`src/rtl/core/assert_macros.svh`:
```
// Assertion macros shared by the path ordering RTL.
`ifndef ASSERT_MACROS_SVH
`define ASSERT_MACROS_SVH

// Same-cycle implication, sampled on clk and held off during reset.
`define ASSERT_IMPLIES(lbl, ante, cons, msg) \
  lbl: assert property (@(posedge clk) disable iff (!rst_n) (ante) |-> (cons)) \
    else $error(msg);

// Next-cycle implication, sampled on clk and held off during reset.
`define ASSERT_NEXT(lbl, ante, cons, msg) \
  lbl: assert property (@(posedge clk) disable iff (!rst_n) (ante) |=> (cons)) \
    else $error(msg);

`endif

```
`src/rtl/core/gnpo_pkg.sv`:
```
// Shared types and constants for the greedy path ordering core.
`timescale 1ns / 1ps
`default_nettype none

package gnpo_pkg;

  localparam int PATH_NUM_W = 6;
  localparam int CFG_IDX_W  = 2;

  typedef enum logic [CFG_IDX_W-1:0] {
    REG_START_X = 2'd0,
    REG_START_Y = 2'd1
  } cfg_reg_t;

  typedef enum logic [3:0] {
    ST_LOAD,
    ST_READ,
    ST_START,
    ST_DIST,
    ST_CMP1,
    ST_CMP2,
    ST_SWAP1,
    ST_SWAP2,
    ST_EMIT
  } state_t;

  typedef struct packed {
    logic busy;
    logic done;
  } dist_status_t;

endpackage

`default_nettype wire

```
`src/rtl/core/gnpo_dist_unit.sv`:
```
// Squared distance unit: cursor to both path ends over one shared half-width multiplier.
`timescale 1ns / 1ps
`default_nettype none

module gnpo_dist_unit #(
  parameter int COORD_BITS = 32
) (
  input  logic                        clk,
  input  logic                        rst_n,
  input  logic                        start,
  input  logic [COORD_BITS-1:0]       cur_x,
  input  logic [COORD_BITS-1:0]       cur_y,
  input  logic [COORD_BITS-1:0]       head_x,
  input  logic [COORD_BITS-1:0]       head_y,
  input  logic [COORD_BITS-1:0]       tail_x,
  input  logic [COORD_BITS-1:0]       tail_y,
  output logic [2*COORD_BITS:0]       dist_head,
  output logic [2*COORD_BITS:0]       dist_tail,
  output gnpo_pkg::dist_status_t      status
);

  localparam int C      = COORD_BITS;
  localparam int H      = (COORD_BITS + 1) / 2;
  localparam int PW     = 2 * H;
  localparam int DIST_W = 2 * COORD_BITS + 1;

  // Each of the four coordinate terms takes four steps: one difference and
  // three partial products (high*high, high*low, low*low).
  logic [3:0]        u_r;
  logic              run_r;
  logic              drain_r;
  logic              done_r;
  logic [C-1:0]      diff_r;
  logic [C-1:0]      diff_nxt;
  logic [PW-1:0]     prod_r;
  logic [PW-1:0]     prod_nxt;
  logic [1:0]        prod_kind_r;
  logic              prod_tail_r;
  logic              prod_vld_r;
  logic [DIST_W-1:0] acc_head_r;
  logic [DIST_W-1:0] acc_tail_r;
  logic [DIST_W-1:0] acc_head_nxt;
  logic [DIST_W-1:0] acc_tail_nxt;
  logic [DIST_W-1:0] term;

  logic [1:0]   sub_step;
  logic [C-1:0] op_a;
  logic [C-1:0] op_b;
  logic [C:0]   a_minus_b;
  logic [C:0]   b_minus_a;
  logic [H-1:0] half_hi;
  logic [H-1:0] half_lo;
  logic [H-1:0] mul_a;
  logic [H-1:0] mul_b;

  assign sub_step = u_r[1:0];

  // Term order: head x, head y, tail x, tail y.
  always_comb begin
    op_a = u_r[2] ? cur_y : cur_x;
    case (u_r[3:2])
      2'd0:    op_b = head_x;
      2'd1:    op_b = head_y;
      2'd2:    op_b = tail_x;
      2'd3:    op_b = tail_y;
      default: op_b = head_x;
    endcase
  end

  assign a_minus_b = {1'b0, op_a} - {1'b0, op_b};
  assign b_minus_a = {1'b0, op_b} - {1'b0, op_a};
  assign diff_nxt  = a_minus_b[C] ? b_minus_a[C-1:0] : a_minus_b[C-1:0];

  assign half_hi = H'(diff_r[C-1:H]);
  assign half_lo = diff_r[H-1:0];
  assign mul_a   = (sub_step == 2'd3) ? half_lo : half_hi;
  assign mul_b   = (sub_step == 2'd1) ? half_hi : half_lo;
  assign prod_nxt = PW'(mul_a) * PW'(mul_b);

  always_comb begin
    case (prod_kind_r)
      2'd1:    term = DIST_W'(prod_r) << PW;
      2'd2:    term = DIST_W'(prod_r) << (H + 1);
      2'd3:    term = DIST_W'(prod_r);
      default: term = '0;
    endcase
  end

  always_comb begin
    acc_head_nxt = acc_head_r;
    acc_tail_nxt = acc_tail_r;
    if (start) begin
      acc_head_nxt = '0;
      acc_tail_nxt = '0;
    end else if (prod_vld_r) begin
      if (prod_tail_r) begin
        acc_tail_nxt = acc_tail_r + term;
      end else begin
        acc_head_nxt = acc_head_r + term;
      end
    end
  end

  always_ff @(posedge clk) begin
    if (!rst_n) begin
      u_r        <= '0;
      run_r      <= 1'b0;
      drain_r    <= 1'b0;
      done_r     <= 1'b0;
      prod_vld_r <= 1'b0;
    end else begin
      done_r     <= drain_r;
      drain_r    <= run_r && (u_r == 4'd15);
      prod_vld_r <= run_r && (sub_step != 2'd0);
      if (start) begin
        run_r <= 1'b1;
        u_r   <= '0;
      end else if (run_r) begin
        u_r <= u_r + 4'd1;
        if (u_r == 4'd15) begin
          run_r <= 1'b0;
        end
      end
    end
  end

  always_ff @(posedge clk) begin
    if (run_r && (sub_step == 2'd0)) begin
      diff_r <= diff_nxt;
    end
    if (run_r && (sub_step != 2'd0)) begin
      prod_r      <= prod_nxt;
      prod_kind_r <= sub_step;
      prod_tail_r <= u_r[3];
    end
    acc_head_r <= acc_head_nxt;
    acc_tail_r <= acc_tail_nxt;
  end

  assign dist_head   = acc_head_r;
  assign dist_tail   = acc_tail_r;
  assign status.busy = run_r | drain_r;
  assign status.done = done_r;

endmodule

`default_nettype wire

```
`config.mk`:
```
export PLATFORM = sky130hd
export DESIGN_NAME = gnpo_dist_unit
export DESIGN_NICKNAME = d
export VERILOG_FILES = /design/src/rtl/core/assert_macros.svh /design/src/rtl/core/gnpo_pkg.sv /design/src/rtl/core/gnpo_dist_unit.sv
export SDC_FILE = /design/constraint.sdc
export NUM_CORES = 2
export LEC_CHECK = 0
export BUFFER_PORTS_ARGS = -buffer_cell sky130_fd_sc_hd__buf_2
export CAP_MARGIN = 0
export CORE_ASPECT_RATIO = 0.5
export CORE_UTILIZATION = 65
export CTS_BUF_LIST = sky130_fd_sc_hd__clkbuf_16
export DETAILED_ROUTE_END_ITERATION = 8
export GPL_ROUTABILITY_DRIVEN = 0
export PLACE_DENSITY = 0.95
export SLEW_MARGIN = 20
export SYNTH_ARGS = -nofsm -noshare
export SYNTH_HDL_FRONTEND = slang
export SYNTH_SLANG_ARGS = --single-unit
export TNS_END_PERCENT = 30
```
`constraint.sdc`:
```
create_clock -name clk -period 18.7 [get_ports clk]
set_input_delay 1.87 -clock clk [delete_from_list [all_inputs] [get_ports clk]]
set_output_delay 1.87 -clock clk [all_outputs]
set_load 0.03 [all_outputs]
```
== Word-level counts from Yosys, hierarchy flattened ==
Cells that the tools add are included.
Word-level totals
  register bits after elaboration: 205
  bits of input ports: 195
  output and inout port bits: 132
  word-level logic and storage cells: 47
Cells by class
  add/subtract/negate cells: 5
  multiply operators: 1
  equal/unequal tests: 9
  mux-type cells: 9
  bitwise operators: 3
  reduce and logical (&&, ||, !) cells: 9
Operator list (count)
  64-bit one-hot mux with 3 select lines: 1
  65-bit adder: 2
  32-bit one-hot mux with 4 select lines: 1
  32-bit two-way mux: 2
  32-bit by 32-bit subtractor with 33-bit output: 1
  16-bit by 16-bit multiplier with 32-bit output: 1
  16-bit two-way mux: 2
  32-bit subtractor: 1
  2-bit equality test, second input constant: 5
  2-bit by 1-bit equality test with 1-bit output, second input constant: 3
  4-bit by 1-bit adder with 4-bit output, second input constant: 1
  4-bit equality test, second input constant: 1
  2-bit logical NOT: 2
  2-bit AND reduction: 2
  1-bit logical AND: 3
  1-bit two-way mux: 3
  1-bit NOT: 2
  2-bit nonzero test: 1
  2-bit OR reduction: 1
  1-bit bitwise OR: 1

== Longest topological paths before layout ==
  word-level depth: 4
  depth in mapped cells: 30
  depth with buffers taken out: 28

== Worst setup path before layout ==
OpenSTA, ideal clock, no wires.
  kind: register -> register
  from: reg u_r[0]
  to: reg prod_r[29], data pin
  setup time: 0.259 ns
  arrival time: 7.590 ns
  required time: 18.441 ns
  path slack: 10.851 ns
  cell stages (with the launch flop): 30
  path buffers: 3
  period minus slack after synthesis: 7.849 ns
  cells stage by stage: dfxtp_1 -> ha_1 -> clkbuf_1 -> clkbuf_1 -> buf_1 -> mux2i_1 -> nor2_1 -> fa_1 -> inv_1 -> fa_1 -> fa_1 -> inv_1 -> fa_1 -> fa_1 -> inv_1 -> fa_1 -> inv_1 -> ha_1 -> a21oi_1 -> o21bai_1 -> a21o_1 -> a21oi_1 -> o21ai_0 -> a21oi_1 -> o21ai_1 -> a41o_1 -> a41oi_1 -> o21bai_1 -> a21o_1 -> xor2_1
On the way
  longest elaborated chain between the ends: 3
  elaborated cells between the ends (all ways): 5
  those cells by class: mul: 1; eq/ne: 2; mux: 2
Ends and longest elaborated chain
  from (decl): line gnpo_dist_unit.sv:29  | logic [3:0] u_r;
  from (signal assigned): line gnpo_dist_unit.sv:119  | u_r <= u_r + 4'd1;
  2-bit equality test or 2-bit by 1-bit equality test with 1-bit output (tied branches): line gnpo_dist_unit.sv:76, gnpo_dist_unit.sv:77
  16-bit two-way mux (on tied branches): line gnpo_dist_unit.sv:76, gnpo_dist_unit.sv:77
  16-bit by 16-bit multiplier with 32-bit output *: line gnpo_dist_unit.sv:78  | assign prod_nxt = PW'(mul_a) * PW'(mul_b);
  named net prod_nxt[29]: line gnpo_dist_unit.sv:36  | logic [PW-1:0] prod_nxt;
  to (signal assigned): line gnpo_dist_unit.sv:132  | prod_r <= prod_nxt;
  to (decl): line gnpo_dist_unit.sv:35  | logic [PW-1:0] prod_r;
Mark *: on every way through the listed nets, which the timed path passes. The rest lies on a longest branch.
A chain may end at the register's enable or synchronous reset.

== Worst setup path in the final report ==
Same ends and word-level chain as after synthesis.

==> reports/qor.txt <==
Ratio of cells with drive above 1 in the final layout: 0.1368
Final setup vio count: 0
Power Density: 218.8 nW/um^2
CP Capture Type: flop
Clk_lat worst skew: 0.58 ns
Hold_buf cts: 0
Largest net degree at the start of global routing: 73
Syn_nets: 4,098
Max Transition Viols Final: 0
Worst Path Required: 19.01 ns
Fmax: 0.1192 GHz
Worst VDD drop: 0.5567 mV
Nets: 4,301
Synth cell count leaders: 446 x nand2_1, 338 x inv_1, 335 x a21oi_1, 298 x ha_1, 263 x nor2_1
Top cells by area, synth: fa_1 14%, ha_1 13%, dfxtp_1 9.9%
DRT Pass-1 Iters: 9
Setup repair after global routing missed its margin: no
Fin crit share: 0.4486
Leak Pwr: 14.73 nW
WL/cell: 20.28 um
Placed Area: 29,690 sq um
DRC: 1
Drt total wl: 85.30 mm
Die W: 294.5 um
IO Pins: 327
Layout area overhead: 9.979%
Slew @ Worst Pin: 1.156 ns
GRT Overall Usage: 0.3852
Synth Area per Inst: 8.159 sq um
Bufs on Longest Clock Path: 3
R2R depth: 27
Setup TNS: 0 ns
Hold Vio Cnt, Final: 0
Fill cells: 2,955
Post-CTS sizing: 0
Die height: 148.2 um
Synth unique cells: 73
Finished Cell Area: 30,570 sq um
Register area: 4780 sq um
Post-synth ARST share: 0
Site Rows: 53
Max cap viols: 0
Die Footprint: 43,640 sq um
Largest area contributor in the netlist: fa_1
Post-synth EDFFs: 67
Largest fanout on the critical path: 28
Global-route wire length before repair: 135.8 mm
Worst hold stages: 1
Slew HR: 0.2074
Vias in the first global route: 26,910
Initial Utilization: 0.6612
CTS sink cnt: 205
Failing checks: design-rule violations
Post-synthesis register bit count: 205
Final cell count without fillers: 4,207
Final core occ: 0.7271
Final hold slack: 0.4566 ns
Post-CTS setup buffer count: 0
Number of CTS-inserted buffers: 23
Routed vias: 27,350
Startpoint Class: flop
Final setup margin: 10.31 ns
Minimum clock period after layout: 8.388 ns
Multi-input logic area: 21,150 sq um
Yosys warns: 0
CTS tree: built
DP HPWL: 66.08 mm
Clk_skew: 0.02402 ns
Synth top area share: 0.1426
Mapped cell area: 27,800 sq um
Vias per std cell: 6.500
Initial DRC count: 3,514
Post-route ant nets: 0
Clock Pin Slew Worst Setup and Hold Paths: 0.06 ns
Seq/Total Area, Yosys: 0.1718
Outcome: complete, but fails checks
# port buffers: 326
Total power: 6.690 mW
Syn Inst Count: 3,407
Count leader, synth: nand2_1
Dpl ws: 10.41 ns
Worst hold path class: flop to flop
Core box area: 42,040 sq um
Root Driver: clkbuf_16
H-tree depth: 1
Critical path class: flop to flop
Placed insts: 4,162
Critical path data arrival time: 8.70 ns
Main synth FF type: dfxtp_1
Grt ovf: 0
Initial antenna violation count: 3
[logic make-up after synthesis]
family,synth area share
AOI/OAI and AO/OA,0.1921
DFF,0.1718
xor gates and xnor gates,0.05388
muxes,0.07148
buffers and inverters,0.06869
and+or+nand+nor,0.1653
adders and majority gates,0.2767
[area by class of cell]
class / instances / area share
repair buffers: 345 / 0.05812
diodes: 3 / 0.0002456
flip-flops and latches: 205 / 0.1563
multi-input cells: 2696 / 0.6918
clock buffers: 23 / 0.01883
well taps: 577 / 0.02362
clock inverters: 19 / 0.009454
inverters: 339 / 0.04162
[worst paths after layout]
kind / start / to / slack (ns)
max: u_r[0]$_SDFFE_PP0P_ / prod_r[29]$_DFFE_PP_ / 10.31
min: drain_r$_SDFF_PN0_ / done_r$_SDFF_PN0_ / 0.46
max reg2reg: u_r[0]$_SDFFE_PP0P_ / prod_r[29]$_DFFE_PP_ / 10.31
min reg2reg: drain_r$_SDFF_PN0_ / done_r$_SDFF_PN0_ / 0.46
[where the power goes]
group | switching [mW] | internal (mW) | leakage, nW
combinational | 3.14 | 2.20 | 12.6
sequential | 0.0407 | 0.778 | 1.73
clock | 0.224 | 0.313 | 0.419
total | 3.40 | 3.29 | 14.7
[per-layer routing]
metal  wire [um]  share of wire  up-vias  track usage
li1            -              -    12160            -
met1       30910           0.36    12620       0.4673
met5           0              0        -            0
met2       38720           0.45     2028       0.6360
met4        5484          0.064        0       0.2156
met3       10190           0.12      533      0.08951
[sequential cells by signal (all words and copies together), names as in the netlist, 2 cells and up]
register     cells
dist_head       65
dist_tail       65
diff_r          32
prod_r          32
u_r              4
prod_kind_r      2
[layout by cell type, fill, tap and decap left out, types with 44 or more instances in the layout]
cell type  netlist  final
nand2_1        446    445
inv_1          338    338
a21oi_1        335    335
buf_2            4    325
ha_1           298    298
nor2_1         263    262
fa_1           198    198
dfxtp_1        138    136
a21o_1         122    122
o21ai_0        120    120
xnor2_1        112    112
mux2i_1         77     74
edfxtp_1        67     67
xor2_1          59     59
nand4_1         52     52
nor2b_1         54     52
o21bai_1        51     51
mux2_2          44     44
[critical path: stages (launching register included)]
cell and delay (ns):
dfxtp_1 0.46, ha_1 0.19, buf_4 0.37, mux2i_2 0.87, nor2_1 0.17, fa_1 0.59
inv_1 0.06, fa_1 0.46, fa_1 0.53, inv_1 0.06, fa_1 0.48, fa_1 0.50
inv_1 0.05, fa_1 0.47, inv_1 0.04, ha_1 0.33, a21oi_1 0.15, o21bai_1 0.09
a21o_1 0.18, a21oi_1 0.25, o21ai_0 0.23, a21oi_1 0.31, o21ai_1 0.19, a41o_1 0.32
a41oi_1 0.33, o21bai_1 0.11, a21o_1 0.19, xor2_1 0.13
Note: power is estimated with default switching activity, not from simulation.
